--- config.mk ---
export PLATFORM = sky130hd
export DESIGN_NAME = aat_cfg_regs_flat
export DESIGN_NICKNAME = d
export VERILOG_FILES = /design/src/aat_pkg.sv /design/src/aat_if.sv /design/src/aat_cfg_regs.sv /design/src/flat_wrapper.sv
export SDC_FILE = /design/constraint.sdc
export NUM_CORES = 1
export LEC_CHECK = 0
export ABC_AREA = 1
export BUFFER_PORTS_ARGS = -buffer_cell sky130_fd_sc_hd__buf_2
export CAP_MARGIN = 20
export CELL_PAD_IN_SITES_DETAIL_PLACEMENT = 0
export CELL_PAD_IN_SITES_GLOBAL_PLACEMENT = 1
export CORE_MARGIN = 2
export CORE_UTILIZATION = 37
export CTS_BUF_LIST = sky130_fd_sc_hd__clkbuf_8
export CTS_CLUSTER_SIZE = 28
export DETAILED_ROUTE_END_ITERATION = 10
export GPL_ROUTABILITY_DRIVEN = 1
export PLACE_DENSITY = 0.85
export SYNTH_ARGS = -nofsm -noshare
export SYNTH_HDL_FRONTEND = slang
export SYNTH_SLANG_ARGS = --single-unit
export TNS_END_PERCENT = 5
--- constraint.sdc ---
create_clock -name clk -period 1.4 [get_ports clk]
set_clock_uncertainty 0.05 [all_clocks]
set_input_delay 0.14 -clock clk [delete_from_list [all_inputs] [get_ports clk]]
set_output_delay 0.14 -clock clk [all_outputs]
set_load 0.02 [all_outputs]
--- src/aat_pkg.sv ---
// Package for the box affine transform: configuration layout, register indexes
// and pipeline control types. No dependencies.
package aat_pkg;

  localparam int NUM_AXES    = 3;
  localparam int COEF_W      = 16;
  localparam int FRAC_BITS   = 12;
  localparam int ROW_W       = NUM_AXES * COEF_W;
  localparam int OFFS_W      = 32;
  localparam int CFG_IDX_W   = 3;
  localparam int CFG_DATA_W  = 48;
  localparam int PIPE_STAGES = 5;

  localparam logic [ROW_W-1:0] ROW_X_RESET = 48'h0000_0000_1000;
  localparam logic [ROW_W-1:0] ROW_Y_RESET = 48'h0000_1000_0000;
  localparam logic [ROW_W-1:0] ROW_Z_RESET = 48'h1000_0000_0000;

  typedef enum logic [CFG_IDX_W-1:0] {
    REG_ROW_X    = 3'd0,
    REG_ROW_Y    = 3'd1,
    REG_ROW_Z    = 3'd2,
    REG_OFFSET_X = 3'd3,
    REG_OFFSET_Y = 3'd4,
    REG_OFFSET_Z = 3'd5
  } cfg_reg_t;

  typedef struct packed {
    logic [NUM_AXES-1:0][ROW_W-1:0]  row;
    logic [NUM_AXES-1:0][OFFS_W-1:0] offset;
  } aat_cfg_t;

  typedef struct packed {
    logic [PIPE_STAGES-1:0] load;
  } pipe_en_t;

endpackage

--- src/aat_if.sv ---


interface aat_cfg_if;
  logic                             valid;
  logic                             ready;
  logic [aat_pkg::CFG_IDX_W-1:0]    index;
  logic [aat_pkg::CFG_DATA_W-1:0]   data;

  modport source (output valid, index, data, input ready);
  modport sink (input valid, index, data, output ready);
endinterface

--- src/aat_cfg_regs.sv ---
// Configuration register file: three coefficient rows and three offsets.
// Depends on aat_pkg and aat_cfg_if.
module aat_cfg_regs (
  input  logic              clk,
  input  logic              rst_n,
  aat_cfg_if.sink           cfg_ch,
  output aat_pkg::aat_cfg_t cfg
);

  aat_pkg::aat_cfg_t cfg_r;
  aat_pkg::aat_cfg_t cfg_nxt;

  assign cfg_ch.ready = 1'b1;
  assign cfg = cfg_r;

  always_comb begin
    cfg_nxt = cfg_r;
    if (cfg_ch.valid) begin
      case (aat_pkg::cfg_reg_t'(cfg_ch.index))
        aat_pkg::REG_ROW_X:    cfg_nxt.row[0]    = cfg_ch.data[aat_pkg::ROW_W-1:0];
        aat_pkg::REG_ROW_Y:    cfg_nxt.row[1]    = cfg_ch.data[aat_pkg::ROW_W-1:0];
        aat_pkg::REG_ROW_Z:    cfg_nxt.row[2]    = cfg_ch.data[aat_pkg::ROW_W-1:0];
        aat_pkg::REG_OFFSET_X: cfg_nxt.offset[0] = cfg_ch.data[aat_pkg::OFFS_W-1:0];
        aat_pkg::REG_OFFSET_Y: cfg_nxt.offset[1] = cfg_ch.data[aat_pkg::OFFS_W-1:0];
        aat_pkg::REG_OFFSET_Z: cfg_nxt.offset[2] = cfg_ch.data[aat_pkg::OFFS_W-1:0];
        default: cfg_nxt = cfg_r;
      endcase
    end
  end

  always_ff @(posedge clk) begin
    if (!rst_n) begin
      cfg_r.row[0]    <= aat_pkg::ROW_X_RESET;
      cfg_r.row[1]    <= aat_pkg::ROW_Y_RESET;
      cfg_r.row[2]    <= aat_pkg::ROW_Z_RESET;
      cfg_r.offset    <= '0;
    end else begin
      cfg_r <= cfg_nxt;
    end
  end

endmodule

--- src/flat_wrapper.sv ---
// flat-port wrapper written by rule: the top's interface ports become plain ports
module aat_cfg_regs_flat 
  (clk, rst_n, cfg, cfg_ch_valid, cfg_ch_index, cfg_ch_data, cfg_ch_ready);
  aat_cfg_if cfg_ch_i ();
  input  logic clk;
  input  logic rst_n;
  output aat_pkg::aat_cfg_t cfg;
  input wire logic [$bits(cfg_ch_i.valid)-1:0] cfg_ch_valid;
  input wire logic [$bits(cfg_ch_i.index)-1:0] cfg_ch_index;
  input wire logic [$bits(cfg_ch_i.data)-1:0] cfg_ch_data;
  output wire logic [$bits(cfg_ch_i.ready)-1:0] cfg_ch_ready;
  assign cfg_ch_i.valid = cfg_ch_valid;
  assign cfg_ch_i.index = cfg_ch_index;
  assign cfg_ch_i.data = cfg_ch_data;
  assign cfg_ch_ready = cfg_ch_i.ready;
  aat_cfg_regs u_core (.clk(clk), .rst_n(rst_n), .cfg_ch(cfg_ch_i), .cfg(cfg));
endmodule
==> results_dict.tcl <==
set metrics [dict create \
    swShare_pct 26.6 \
    cp_slowest_cell "dfxtp_1" \
    finalMaxSlewViolations 0 \
    path_class "reg2out" \
    r2r_cells 2 \
    coreArea_sq_um 25100 \
    r2r_end "u_core.cfg[43]" \
    syn-cell-area_sq_um 9440 \
    synth_top_family_by_area "simple AND/OR/NAND/NOR gates" \
    cts_buffers 43 \
    syn-num-nets 1426 \
    fin_nets 1747 \
    syn_to_final_growth_pct 37.2 \
    ff_latch_area_sq_um 4800 \
    ys_seq_area_share_pct 50.9 \
    clkLatencyLatePin_ns 0.51 \
    port_buffers 293 \
    vias_per_cell 4.73 \
    routed_wl_mm 31.7 \
    synthCells 1372 \
    intPower_uw 11800 \
    min_period_over_period_pct 90.7 \
    drt_iter0_markers 615 \
    combPwrFrac_pct 12.7 \
    cts_max_level 2 \
    multi_input_area_sq_um 4040 \
    p_sw_uw 4250 \
    cp_num_buf_inv 1 \
    cts_tree "done" \
    fp.dieArea_sq_um 26800 \
    grt_usage_pct 22.8 \
    p_per_area_nw_per_um2 1240 \
    startpoint_type "flip-flop" \
    fmax_mhz 787 \
    ir_drop_mv 0.714 \
    firstDrtPassIters 6 \
    cts.repair.resized 0 \
    yosys.area_share.simple_pct 42.0 \
    power.share.clock_pct 42.3 \
    syn_area_per_cell_sq_um 6.88 \
    cts_sinks 240 \
    synth.mux.area_fraction_pct 0 \
    layout-drive-gt1-share_pct 24.0 \
    cp_top_family "flip-flops" \
    finalPower_uw 16000 \
    antenna_found_initial 1 \
    vias 9702 \
    grt_max_degree 90 \
    slowest_delay_ns 0.37 \
    post_cts_buffers 0 \
    gp_congestion 0.824 \
    synth-compound-area-share_pct 0 \
    layout_common_cells "nor2_1 (474), buf_2 (292), nand2_1 (252)" \
    setup_violations 0 \
    yosys_warnings 0 \
    grt_setup_unrepaired "false" \
    fillCellCount 2562 \
    worstPathCellList "buf_2" \
    rows 58 \
    fin_cells 2052 \
    synth_cell_types 12 \
    status "complete, no violations" \
    route.detailed.drc 0 \
    min_period_ns 1.27 \
    chipHeight_microns 164 \
    cts_buffer_depth 3 \
    max_cap_violations 0 \
    cp.depth 1 \
    largest_reg_flops 240 \
    min_path_type "in2reg" \
    p_leak_uw 0.00641 \
    min_path_cells 5 \
    crit_required_ns 1.21 \
    setup_tns_ns 0 \
    hold_viol_final 0 \
    dieWidth_microns 164 \
    min_from "cfg_ch_data[26]" \
    power_frac_seq_pct 45.0 \
    crit_fanout 2 \
    io_pins 295 \
    final_antenna_net_count 0 \
    dpl.hpwl_mm 20.8 \
    start_util_pct 37.6 \
    whs_endpoint "u_core.cfg[90]" \
    wl_per_cell_microns 15.4 \
    grt_pass1_vias 8988 \
    dp.cells 1935 \
    worstPathArrival_ns 1.08 \
    cp-end-kind "output port" \
    synth_xor_area_share_pct 0 \
    synthAdderAreaFrac_pct 0 \
    r2r_slack_ns 0.74 \
    cts_root_buf "clkbuf_8" \
    r2r_start "u_core.cfg[43]" \
    clk_pin_slew_ns 0.06 \
    synth-seq-cells 240 \
    final_common_cell "nor2_1" \
    grt_pass1_wl_mm 48.5 \
    grt-ovfl-total 0 \
]
[cells by family after synthesis]
group,Yosys count
other cells,1
simple gates,976
flops,240
buf+inv,155
[per-stage QoR]
step | cell area (sq um) | hold slack [ns] | util (%) | worst slack, ns
after CTS | 13000 | 0.00310 | 51.6 | 0.0815
after global routing | 13000 | 0.0338 | 51.6 | 0.0681
final | 13000 | 0.0253 | 51.6 | 0.130
after detailed placement | 11600 | 0.318 | 46.3 | 0.0936
after floorplan | 9440 | 0.203 | - | 0.347
after global placement | 11600 | 0.313 | 46.3 | 0.135
[worst register-to-register path, cell delays in order, from the launching register on]
cell and delay [ns]:
dfxtp_1 0.31, nor2_1 0.13, nor2_1 0.06
[power by group through the flow]
stage	sequential (uW)	combinational [uW]	clock (uW)
2_1_floorplan	7630	888	0
3_3_place_gp	7350	1930	0
3_5_place_dp	7350	1950	0
4_1_cts	7210	2050	6930
5_1_grt	7230	2240	7260
6_report	7210	2040	6770
[synthesized netlist by cell type]
master	number	area share, %
buf_1	17	0.68
nand3_1	240	13
conb_1	1	0.040
nor2_2	1	0.066
nor2_1	483	19
inv_2	4	0.16
clkbuf_1	31	1.2
dfxtp_1	240	51
inv_1	50	2.0
buf_2	45	2.4
buf_4	8	0.64
nand2_1	252	10
[worst max path at each step]
stage | endpoint | slack, ns | start
2_1_floorplan | u_core.cfg[1] | 0.35 | cfg_ch_valid
3_3_place_gp | u_core.cfg[96] | 0.14 | cfg_ch_index[2]
3_5_place_dp | u_core.cfg[203] | 0.09 | cfg_ch_index[2]
4_1_cts | cfg[181] | 0.08 | u_core.cfg[181]
5_1_grt | cfg[181] | 0.07 | u_core.cfg[181]
6_report | cfg[113] | 0.13 | u_core.cfg[113]
[cell type report]
cell class,instances,area share (%)
flip-flops and latches,240,37.1
multi-input cells,977,31.2
repair buffers,377,20.0
clock buffers,60,6.37
well taps,330,3.19
inverters,54,1.56
clock inverters,13,0.618
diodes,1,0.0193
[metal layers]
| layer | global-route usage, % | routed length [microns] | vias to the layer above |
|---|---|---|---|
| li1 | - | - | 4892 |
| met1 | 28.9 | 13700 | 4417 |
| met3 | 7.25 | 2840 | 45 |
| met2 | 37.8 | 14600 | 348 |
| met4 | 5.54 | 554 | 0 |
| met5 | 0 | 0 | - |
[repair_timing]
item	in CTS	in global routing
hold endpoints to repair	164	0
endpoints found under the setup margin	0	0
hold buffers	43	0
Note: power is estimated with default switching activity, not from simulation.
