==> src/aat_pkg.sv <==
// Package for the box affine transform: configuration layout, register indexes
// and pipeline control types. No dependencies.
package aat_pkg;

  localparam int NUM_AXES    = 3;
  localparam int COEF_W      = 16;
  localparam int FRAC_BITS   = 12;
  localparam int ROW_W       = NUM_AXES * COEF_W;
  localparam int OFFS_W      = 32;
  localparam int CFG_IDX_W   = 3;
  localparam int CFG_DATA_W  = 48;
  localparam int PIPE_STAGES = 5;

  localparam logic [ROW_W-1:0] ROW_X_RESET = 48'h0000_0000_1000;
  localparam logic [ROW_W-1:0] ROW_Y_RESET = 48'h0000_1000_0000;
  localparam logic [ROW_W-1:0] ROW_Z_RESET = 48'h1000_0000_0000;

  typedef enum logic [CFG_IDX_W-1:0] {
    REG_ROW_X    = 3'd0,
    REG_ROW_Y    = 3'd1,
    REG_ROW_Z    = 3'd2,
    REG_OFFSET_X = 3'd3,
    REG_OFFSET_Y = 3'd4,
    REG_OFFSET_Z = 3'd5
  } cfg_reg_t;

  typedef struct packed {
    logic [NUM_AXES-1:0][ROW_W-1:0]  row;
    logic [NUM_AXES-1:0][OFFS_W-1:0] offset;
  } aat_cfg_t;

  typedef struct packed {
    logic [PIPE_STAGES-1:0] load;
  } pipe_en_t;

endpackage

==> src/aat_pipe_ctrl.sv <==
// Valid bits and per-stage load enables of the transform pipeline, with
// backpressure from the result channel. Depends on aat_pkg.
module aat_pipe_ctrl (
  input  logic              clk,
  input  logic              rst_n,
  input  logic              in_valid,
  output logic              in_ready,
  output logic              out_valid,
  input  logic              out_ready,
  output aat_pkg::pipe_en_t en
);

  localparam int N = aat_pkg::PIPE_STAGES;

  logic [N-1:0] valid_r;
  logic [N-1:0] valid_nxt;
  logic [N-1:0] load;

  // A stage loads when it is empty or when the stage after it moves on.
  always_comb begin
    load[N-1] = !valid_r[N-1] || out_ready;
    for (int k = N - 2; k >= 0; k--) begin
      load[k] = !valid_r[k] || load[k+1];
    end
    valid_nxt[0] = load[0] ? in_valid : valid_r[0];
    for (int k = 1; k < N; k++) begin
      valid_nxt[k] = load[k] ? valid_r[k-1] : valid_r[k];
    end
  end

  always_ff @(posedge clk) begin
    if (!rst_n) begin
      valid_r <= '0;
    end else begin
      valid_r <= valid_nxt;
    end
  end

  assign en.load   = load;
  assign in_ready  = load[0];
  assign out_valid = valid_r[N-1];

endmodule

==> config.mk <==
export PLATFORM = sky130hd
export DESIGN_NAME = aat_pipe_ctrl
export DESIGN_NICKNAME = d
export VERILOG_FILES = /design/src/aat_pkg.sv /design/src/aat_pipe_ctrl.sv
export SDC_FILE = /design/constraint.sdc
export NUM_CORES = 1
export LEC_CHECK = 0
export ABC_CLOCK_PERIOD_IN_PS = 1100
export CAP_MARGIN = 20
export CORE_AREA = 2 2 39 41
export CTS_CLUSTER_SIZE = 40
export DETAILED_ROUTE_END_ITERATION = 12
export DIE_AREA = 0 0 41 43
export DONT_BUFFER_PORTS = 1
export PLACE_DENSITY = 0.36
export REMOVE_ABC_BUFFERS = 1
export SYNTH_ARGS = -nofsm -noshare
export SYNTH_HDL_FRONTEND = slang
export SYNTH_SLANG_ARGS = --single-unit
==> constraint.sdc <==
create_clock -name clk -period 1.1 [get_ports clk]
set_input_delay 0.165 -clock clk [delete_from_list [all_inputs] [get_ports clk]]
set_output_delay 0.165 -clock clk [all_outputs]
set_load 0.01 [all_outputs]
==> impl_metrics.yaml, run 1 <==
finish:
  fin_area_um2: 286.5
  final_layout_size_suffix_gt1_share_pct: 55.17
  nFillCells: 157
  reg.largest.list: "valid_r (5)"
  regMostFlops: "valid_r"
  largest_reg_flops: 5
  num_antenna_cells: 0
  nNetsFinal: 34
  syn2layout_area_growth_pct: 36.31
synthesis:
  ys_types: 12
  yosys.area_share.xor_xnor_pct: 0
  synth_top_family_by_area: "simple AND/OR/NAND/NOR gates"
  yosys.area_share.simple_pct: 26.19
  synth_compound_area_share_pct: 17.26
  synth-adder-area-share_pct: 0
  seq_area_frac_synth_pct: 47.62
  yosysWarnings: 0
  syn_area_um2: 210.2
  synthMuxAreaShare_pct: 0
  syn-instance-count: 23
  synth-seq-cells: 5
  syn_area_per_cell_um2: 9.139
power:
  p_sw_share_pct: 20.58
  power_frac_clock_pct: 51.1
  netSwitchingPower_mw: 0.08581
  p_seq_share_pct: 46.4
  peakVddDrop_mv: 1.007
  p_per_area_nw_per_um2: 1456
  combPwrFrac_pct: 2.4
  p_int_mw: 0.3312
  p_leak_nw: 0.1088
status:
  status: "finished, violations left"
  violations: "setup timing"
clocking:
  path_clk_slew_ps: 40
  cts_buffers: 3
  cts_sinks: 5
  clock_path_buffers: 2
  clock_latency_ps: 240
  cts_tree: "done"
  ctsRootBufferMaster: "clkbuf_4"
  cts_htree_levels: 1
timing:
  drv_slew: 0
  skew_ps: 0.7609
  setup_viol: 6
  period_share_pct: 105.2
  relSlewSlack_pct: 86.03
  max_freq_ghz: 0.8643
  layout_min_cycle_time_ps: 1157
  hold_viol: 0
  whs_ps: 43.01
  setup_ws_ps: -57.00
  rsz0062_at_grt: "yes"
  tightest_slew_ps: 209.2
placed_design:
  hpwl_um: 319.8
  port_buffers: 0
  gp_congestion: 0.5963
  placedInstanceArea_um2: 230.2
floorplanning:
  die_area_um2: 1763
  num_rows: 14
  num_io_pins: 11
  floorplan.initialDensity_pct: 15.19
  die_h_um: 43
  die_w_um: 41
  core_area_um2: 1384
route:
  dr.pass1.iters: 1
  via_per_inst: 3.956
  ant_nets: 0
  drtIter0Drc: 0
  via_count: 178
  wl_um: 434
  drc: 0
  post_drt_wl_per_cell_um: 9.644
worst_setup_path:
  rrSetupSlack_ps: 50
  reg2regPathDepth: 4
  r2r-end: "valid_r[3]$_SDFFE_PN0P_"
  crit_type: "reg2out"
  critPathLaunchType: "register"
  cp.arrival_ps: 990
  cp-end-kind: "primary output"
  path_max_fanout: 4
  worstPathRequired_ps: 940
  rr_startpoint: "valid_r[4]$_SDFFE_PN0P_"
worst_hold_path:
  min_path_type: "in2reg"
  hold_depth: 1
  hold_start: "rst_n"
  holdPathEnd: "valid_r[4]$_SDFFE_PN0P_"
global_route:
  track_usage_pct: 6.740
  antenna_found_initial: 0
  grt_pass1_wl_um: 745
  grt_overflow: 0
  grt_max_degree: 8
  grt_pass1_vias: 176
job:
  drv_cap: 0
Yosys cell counts (all sizes together):
cell   number  area share, %
dfxtp       5             48
nand2       4            7.1
inv         3            5.4
o21a        3             11
nand3       2            4.8
o21ai       2            6.5
and2b       1            4.2
and3b       1            4.8
and4b       1            5.4
buf         1            3.6
power groups by stage:
stage	combinational (mW)	clock [mW]	sequential, mW
2_1_floorplan	0.00750	0	0.194
3_3_place_gp	0.00909	0	0.194
3_5_place_dp	0.00969	0	0.195
4_1_cts	0.0104	0.226	0.194
5_1_grt	0.0120	0.240	0.194
6_report	0.0102	0.213	0.194
critical path, stage by stage, from the launching register on:
cell	delay, ps
dfxtp_2	320
and4b_2	310
nand3_4	120
metrics by stage:
stage / power (mW) / setup TNS [ps] / std cells / setup slack [ps] / util [%]
6_report: 0.4170 / -237.4 / 45 / -57.00 / 20.71
5_1_grt: 0.4465 / -552.9 / 45 / -110.3 / 20.71
4_1_cts: 0.4295 / -307.3 / 45 / -66.66 / 20.71
3_5_place_dp: 0.2046 / 0 / 39 / 105.6 / 16.64
3_3_place_gp: 0.2034 / 0 / 39 / 123.9 / 16.64
2_1_floorplan: 0.2018 / 0 / 22 / 80.99 / -
placed cells by master (no fill, tap or decap), types with 2 or more instances in the layout:
cell      count
clkbuf_4      3
dfxtp_1       3
inv_2         3
nand2_1       4
buf_4         3
o21a_1        3
dfxtp_2       2
area by class of cell:
cell class / count / area, um2 / area share (%)
Timing Repair Buffer: 3 / 22.52 / 7.860
Multi-Input combinational cell: 14 / 103.9 / 36.24
Clock buffer: 4 / 26.28 / 9.170
Inverter: 3 / 11.26 / 3.930
Tap cell: 16 / 20.02 / 6.987
Sequential cell: 5 / 102.6 / 35.81
routing by layer:
layer	part of all wire, %	track usage (%)	routed length, um
met5	0	0	0
met4	0	2.000	0
met3	25	7.330	107
met2	39	7.813	170
met1	36	8.091	156
worst max-delay path by stage:
stage | cells after the start | to | start
after floorplan | 2 | en[0] | valid_r[4]$_SDFFE_PN0P_
after global placement | 2 | in_ready | valid_r[3]$_SDFFE_PN0P_
after detailed placement | 2 | in_ready | valid_r[3]$_SDFFE_PN0P_
after CTS | 2 | in_ready | valid_r[4]$_SDFFE_PN0P_
after global routing | 2 | en[0] | valid_r[3]$_SDFFE_PN0P_
final | 2 | in_ready | valid_r[3]$_SDFFE_PN0P_
cells by family after synthesis:
| kind of cell | after synthesis |
|---|---|
| simple gates | 9 |
| flops | 5 |
| compound gates | 5 |
| buf+inv | 4 |
repair_timing:
item,CTS,global route
endpoints found under the setup margin,6,7
hold buffers,0,0
setup buffers,2,0
gates resized for setup,6,0
pin swaps,3,1
(Power assumes the default switching activity.)
==> inputs of run 2 (changes only) <==
Settings changed: ABC_CLOCK_PERIOD_IN_PS 1100 to 1190.
Clock period 1.1 ns to 1.19 ns, I/O delays scaled along.
==> impl_metrics.yaml, run 2 (synthesis results as in run 1) <==
global_route:
  track_usage_pct: 5.948
  grt_max_degree: 8
  grt_pass1_wl_um: 627
  grt_overflow: 0
  grt_pass1_vias: 159
  antenna_found_initial: 0
timing:
  whs_ps: 60.21
  period_share_pct: 98.24
  max_freq_ghz: 0.8554
  drv_slew: 0
  rsz0062_at_grt: "yes"
  tightest_slew_ps: 205.0
  relSlewSlack_pct: 86.32
  layout_min_cycle_time_ps: 1169
  skew_ps: 1.847
  fin_setup_tns_ps: 0
  hold_viol: 0
  setup_viol: 0
power:
  p_per_area_nw_per_um2: 1386
  peakVddDrop_mv: 0.5967
  combPwrFrac_pct: 2.4
  power_frac_clock_pct: 50.2
  p_seq_share_pct: 47.4
  p_leak_nw: 0.09831
  p_int_mw: 0.3058
  p_sw_share_pct: 19.11
  netSwitchingPower_mw: 0.07222
floorplanning:
  num_rows: 14
  die_w_um: 41
  num_io_pins: 11
  die_h_um: 43
  core_area_um2: 1384
  die_area_um2: 1763
  floorplan.initialDensity_pct: 15.19
worst_setup_path:
  crit_type: "reg2out"
  path_max_fanout: 4
  worstPathRequired_ps: 1010
  cp-end-kind: "primary output"
  cp.arrival_ps: 990
  critPathLaunchType: "register"
  rrSetupSlack_ps: 250
finish:
  regMostFlops: "valid_r"
  fin_area_um2: 272.8
  num_antenna_cells: 0
  syn2layout_area_growth_pct: 29.76
  final_common_cell: "nand2_1"
  final_layout_size_suffix_gt1_share_pct: 55.56
  finalNonFillerCells: 43
  nNetsFinal: 32
  largest_reg_flops: 5
  reg.largest.list: "valid_r (5)"
  final_cell_mix: "nand2_1, inv_2, o21a_1, clkbuf_4, dfxtp_2"
placed_design:
  placedInstanceArea_um2: 230.2
  dp.cells: 39
  hpwl_um: 298.4
  port_buffers: 0
  gp_congestion: 0.5810
route:
  ant_nets: 0
  via_count: 178
  via_per_inst: 4.140
  drc: 0
  wl_um: 397
  drtIter0Drc: 0
  dr.pass1.iters: 1
  post_drt_wl_per_cell_um: 9.233
clocking:
  cts_tree: "done"
  ctsRootBufferMaster: "clkbuf_4"
  cts_sinks: 5
  hold_buffers: 0
  clock_latency_ps: 240
  clock_path_buffers: 2
  path_clk_slew_ps: 40
  cts_htree_levels: 1
  cts_buffers: 3
status:
  status: "finished, final reports clean"
job:
  drv_cap: 0
worst_hold_path:
  min_path_type: "in2reg"
run 2: cell count changes in the layout (fill, tap and decap cells not counted), sizes merged:
cell / previous run / this run
buf: 3 / 1
run 2: metal layers:
| metal | vias up | GRT usage [%] | wire length, um | share of wire (%) |
|---|---|---|---|---|
| li1 | 84 | - | - | - |
| met3 | 0 | 6.806 | 90 | 23 |
| met5 | - | 0 | 0 | 0 |
| met2 | 15 | 7.187 | 162 | 41 |
| met1 | 79 | 6.515 | 144 | 36 |
| met4 | 0 | 2.000 | 0 | 0 |
run 2: layout make-up:
class	count	area, um2
inverter	3	11.26
tap	16	20.02
fill	151	1111
multi-input combinational	14	103.9
timing repair buffer	1	7.507
sequential	5	103.9
clock buffer	4	26.28
run 2: repair_timing:
item                                    4_1_cts  5_1_grt
gates cloned                                  0        0
buffers inserted                              0        0
gates resized for setup                       2        5
endpoints found under the setup margin        2        6
pin swaps                                     1        3
run 2: critical path, stage by stage, from the launching register on:
cell	delay [ps]
dfxtp_2	320
and4b_2	310
nand3_4	120
run 2: path summary, 6_finish.rpt:
kind	startpoint	end	cells after the start
min	rst_n	valid_r[2]$_SDFFE_PN0P_	1
max reg2reg	valid_r[4]$_SDFFE_PN0P_	valid_r[3]$_SDFFE_PN0P_	3
max	valid_r[3]$_SDFFE_PN0P_	in_ready	2
min reg2reg	valid_r[2]$_SDFFE_PN0P_	valid_r[3]$_SDFFE_PN0P_	1
run 2: metrics by stage:
step	util (%)	power [mW]	setup slack [ps]
2_1_floorplan	-	0.1865	157.5
3_3_place_gp	16.64	0.1880	204.1
3_5_place_dp	16.64	0.1891	192.9
4_1_cts	19.44	0.3864	4.929
5_1_grt	19.71	0.4054	-51.49
6_report	19.71	0.3780	20.99
run 2: power groups by stage:
| stage | clock network [mW] | logic [mW] | registers, mW |
|---|---|---|---|
| 2_1_floorplan | 0 | 0.00693 | 0.180 |
| 3_3_place_gp | 0 | 0.00840 | 0.180 |
| 3_5_place_dp | 0 | 0.00902 | 0.180 |
| 4_1_cts | 0.198 | 0.00925 | 0.179 |
| 5_1_grt | 0.215 | 0.00992 | 0.180 |
| 6_report | 0.190 | 0.00903 | 0.179 |
==> inputs of run 3 (changes only) <==
Settings changed: ABC_AREA set to 1.
==> impl_metrics.yaml, run 3 <==
route:
  ant_nets: 0
  wl_um: 377
  dr.pass1.iters: 2
  drtIter0Drc: 2
  post_drt_wl_per_cell_um: 8.568
  via_per_inst: 3.773
  via_count: 166
  drc: 0
synthesis:
  syn_area_um2: 206.4
  syn-instance-count: 23
  synth_edf_count: 0
  synthTopCellsByArea: "dfxtp_1, inv_1, nand3_2, a21oi_1, nor2_4"
  yosysWarnings: 0
  ys.flop_type: "dfxtp_1"
  async_flop_share_pct: 0
  synth-seq-cells: 5
  seq_area_frac_synth_pct: 48.48
  yosys.area.top_type: "dfxtp_1"
  synth.most_common_cell: "inv_1"
  ys_top_cells_by_count: "inv_1, dfxtp_1, a21oi_1, nand3_2"
  yosys.area.top_type_share_pct: 48.48
  syn_area_per_cell_um2: 8.976
  ys_types: 10
timing:
  layout_min_cycle_time_ps: 1174
  tightest_slew_ps: 183.6
  drv_slew: 0
  setup_ws_ps: 15.60
  max_freq_ghz: 0.8515
  skew_ps: 0.4129
  rsz0062_at_grt: "yes"
  period_share_pct: 98.69
  whs_ps: 71.67
  hold_viol: 0
  setup_viol: 0
  relSlewSlack_pct: 87.75
placed_design:
  port_buffers: 0
  hpwl_um: 290.5
  dp.cells: 39
  pre_cts_slack_ps: 131.6
  gp_congestion: 0.6060
worst_setup_path:
  path_max_fanout: 4
  worstPathRequired_ps: 1010
  crit_path_max_incr_delay_ps: 340
  cp.arrival_ps: 1000
  path_cells: "nand3_4 -> nor2_4 -> nand3_4"
  cp_common_cell: "nand3_4"
  rrSetupSlack_ps: 240
  cp_slowest_cell: "dfxtp_2"
  cp-end-kind: "primary output"
  crit_type: "reg2out"
  critPathLaunchType: "register"
floorplanning:
  num_io_pins: 11
  die_h_um: 43
  core_area_um2: 1384
  die_area_um2: 1763
  num_rows: 14
  die_w_um: 41
  floorplan.initialDensity_pct: 14.92
clocking:
  ctsRootBufferMaster: "clkbuf_4"
  clock_latency_ps: 230
  cts_tree: "done"
  path_clk_slew_ps: 40
  cts_buffers: 3
  cts_sinks: 5
  cts_htree_levels: 1
  clock_path_buffers: 2
power:
  p_sw_share_pct: 19.87
  p_per_area_nw_per_um2: 1369
  p_int_mw: 0.3047
  combPwrFrac_pct: 3.3
  p_seq_share_pct: 47.0
  peakVddDrop_mv: 0.8122
  p_leak_nw: 0.09900
  power_mw: 0.3803
  power_frac_clock_pct: 49.7
  netSwitchingPower_mw: 0.07556
finish:
  syn2layout_area_growth_pct: 34.55
  largest_reg_flops: 5
  final_layout_size_suffix_gt1_share_pct: 42.86
  seq_area_um2: 102.6
  num_antenna_cells: 0
  nFillCells: 165
  final_common_cell: "inv_1"
  nNetsFinal: 33
  multi_input_area_um2: 87.58
  reg.largest.list: "valid_r (5)"
  final_cell_mix: "inv_1, a21oi_1, clkbuf_4, dfxtp_1"
  utilization_pct: 20.07
  finalNonFillerCells: 44
  regMostFlops: "valid_r"
global_route:
  grt_overflow: 0
  antenna_found_initial: 0
  grt_max_degree: 5
  grt_pass1_vias: 190
  track_usage_pct: 6.439
  grt_pass1_wl_um: 717
job:
  drv_cap: 0
worst_hold_path:
  min_path_type: "in2reg"
status:
  status: "finished, final reports clean"
## run 3: path summary, 6_finish.rpt
check	startpoint	end	cells past startpoint
max	valid_r[3]$_SDFFE_PN0P_	in_ready	3
min	rst_n	valid_r[2]$_SDFFE_PN0P_	1
max reg2reg	valid_r[3]$_SDFFE_PN0P_	valid_r[0]$_SDFFE_PN0P_	4
min reg2reg	valid_r[3]$_SDFFE_PN0P_	valid_r[4]$_SDFFE_PN0P_	2
## run 3: logic make-up (layout without fill, tap and decap cells)
logic type      count (synthesis)  after routing  share of synthesized area (%)
buf+inv                         8             13                          16.37
flops                           5              5                          48.49
simple gates                    5              5                          20.00
compound gates                  5              5                          15.15
## run 3: cell type report
type | instances | share of cell area (%)
repair buffers | 2 | 5.405
well taps | 16 | 7.207
clock buffers | 4 | 9.459
multi-input cells | 10 | 31.53
flip-flops and latches | 5 | 36.94
inverters | 7 | 9.459
## run 3: power groups by stage
stage                     logic (mW)  clock network [mW]  registers (mW)
after detailed placement      0.0118                   0           0.180
after CTS                     0.0130               0.199           0.179
after global routing          0.0147               0.221           0.179
after floorplan              0.00937                   0           0.180
after global placement        0.0115                   0           0.180
final                         0.0125               0.189           0.179
## run 3: stage by stage
stage          area [um2]  setup TNS (ps)
5_1_grt             277.8          -158.6
6_report            277.8               0
2_1_floorplan       198.9               0
3_3_place_gp        226.5               0
4_1_cts             277.8          -55.19
3_5_place_dp        226.5               0
## run 3: critical path, delay by kind of cell, from the launching register on
| kind | cells | cell delay, ps |
|---|---|---|
| flops | 1 | 340 |
| simple gates | 3 | 410 |
## run 3: repair_timing
action                                  in CTS  in global routing
gates resized for setup                      4                  0
pin swaps                                    3                  2
buffers inserted                             1                  0
hold buffers                                 0                  0
endpoints found under the setup margin       4                  4
## run 3: per-layer routing
| metal | vias up | GRT usage, % | share of wire [%] |
|---|---|---|---|
| met5 | - | 0 | 0 |
| met4 | 0 | 2.000 | 0 |
| met3 | 0 | 7.330 | 16 |
| met2 | 13 | 9.688 | 46 |
| met1 | 76 | 5.178 | 37 |
| li1 | 77 | - | - |
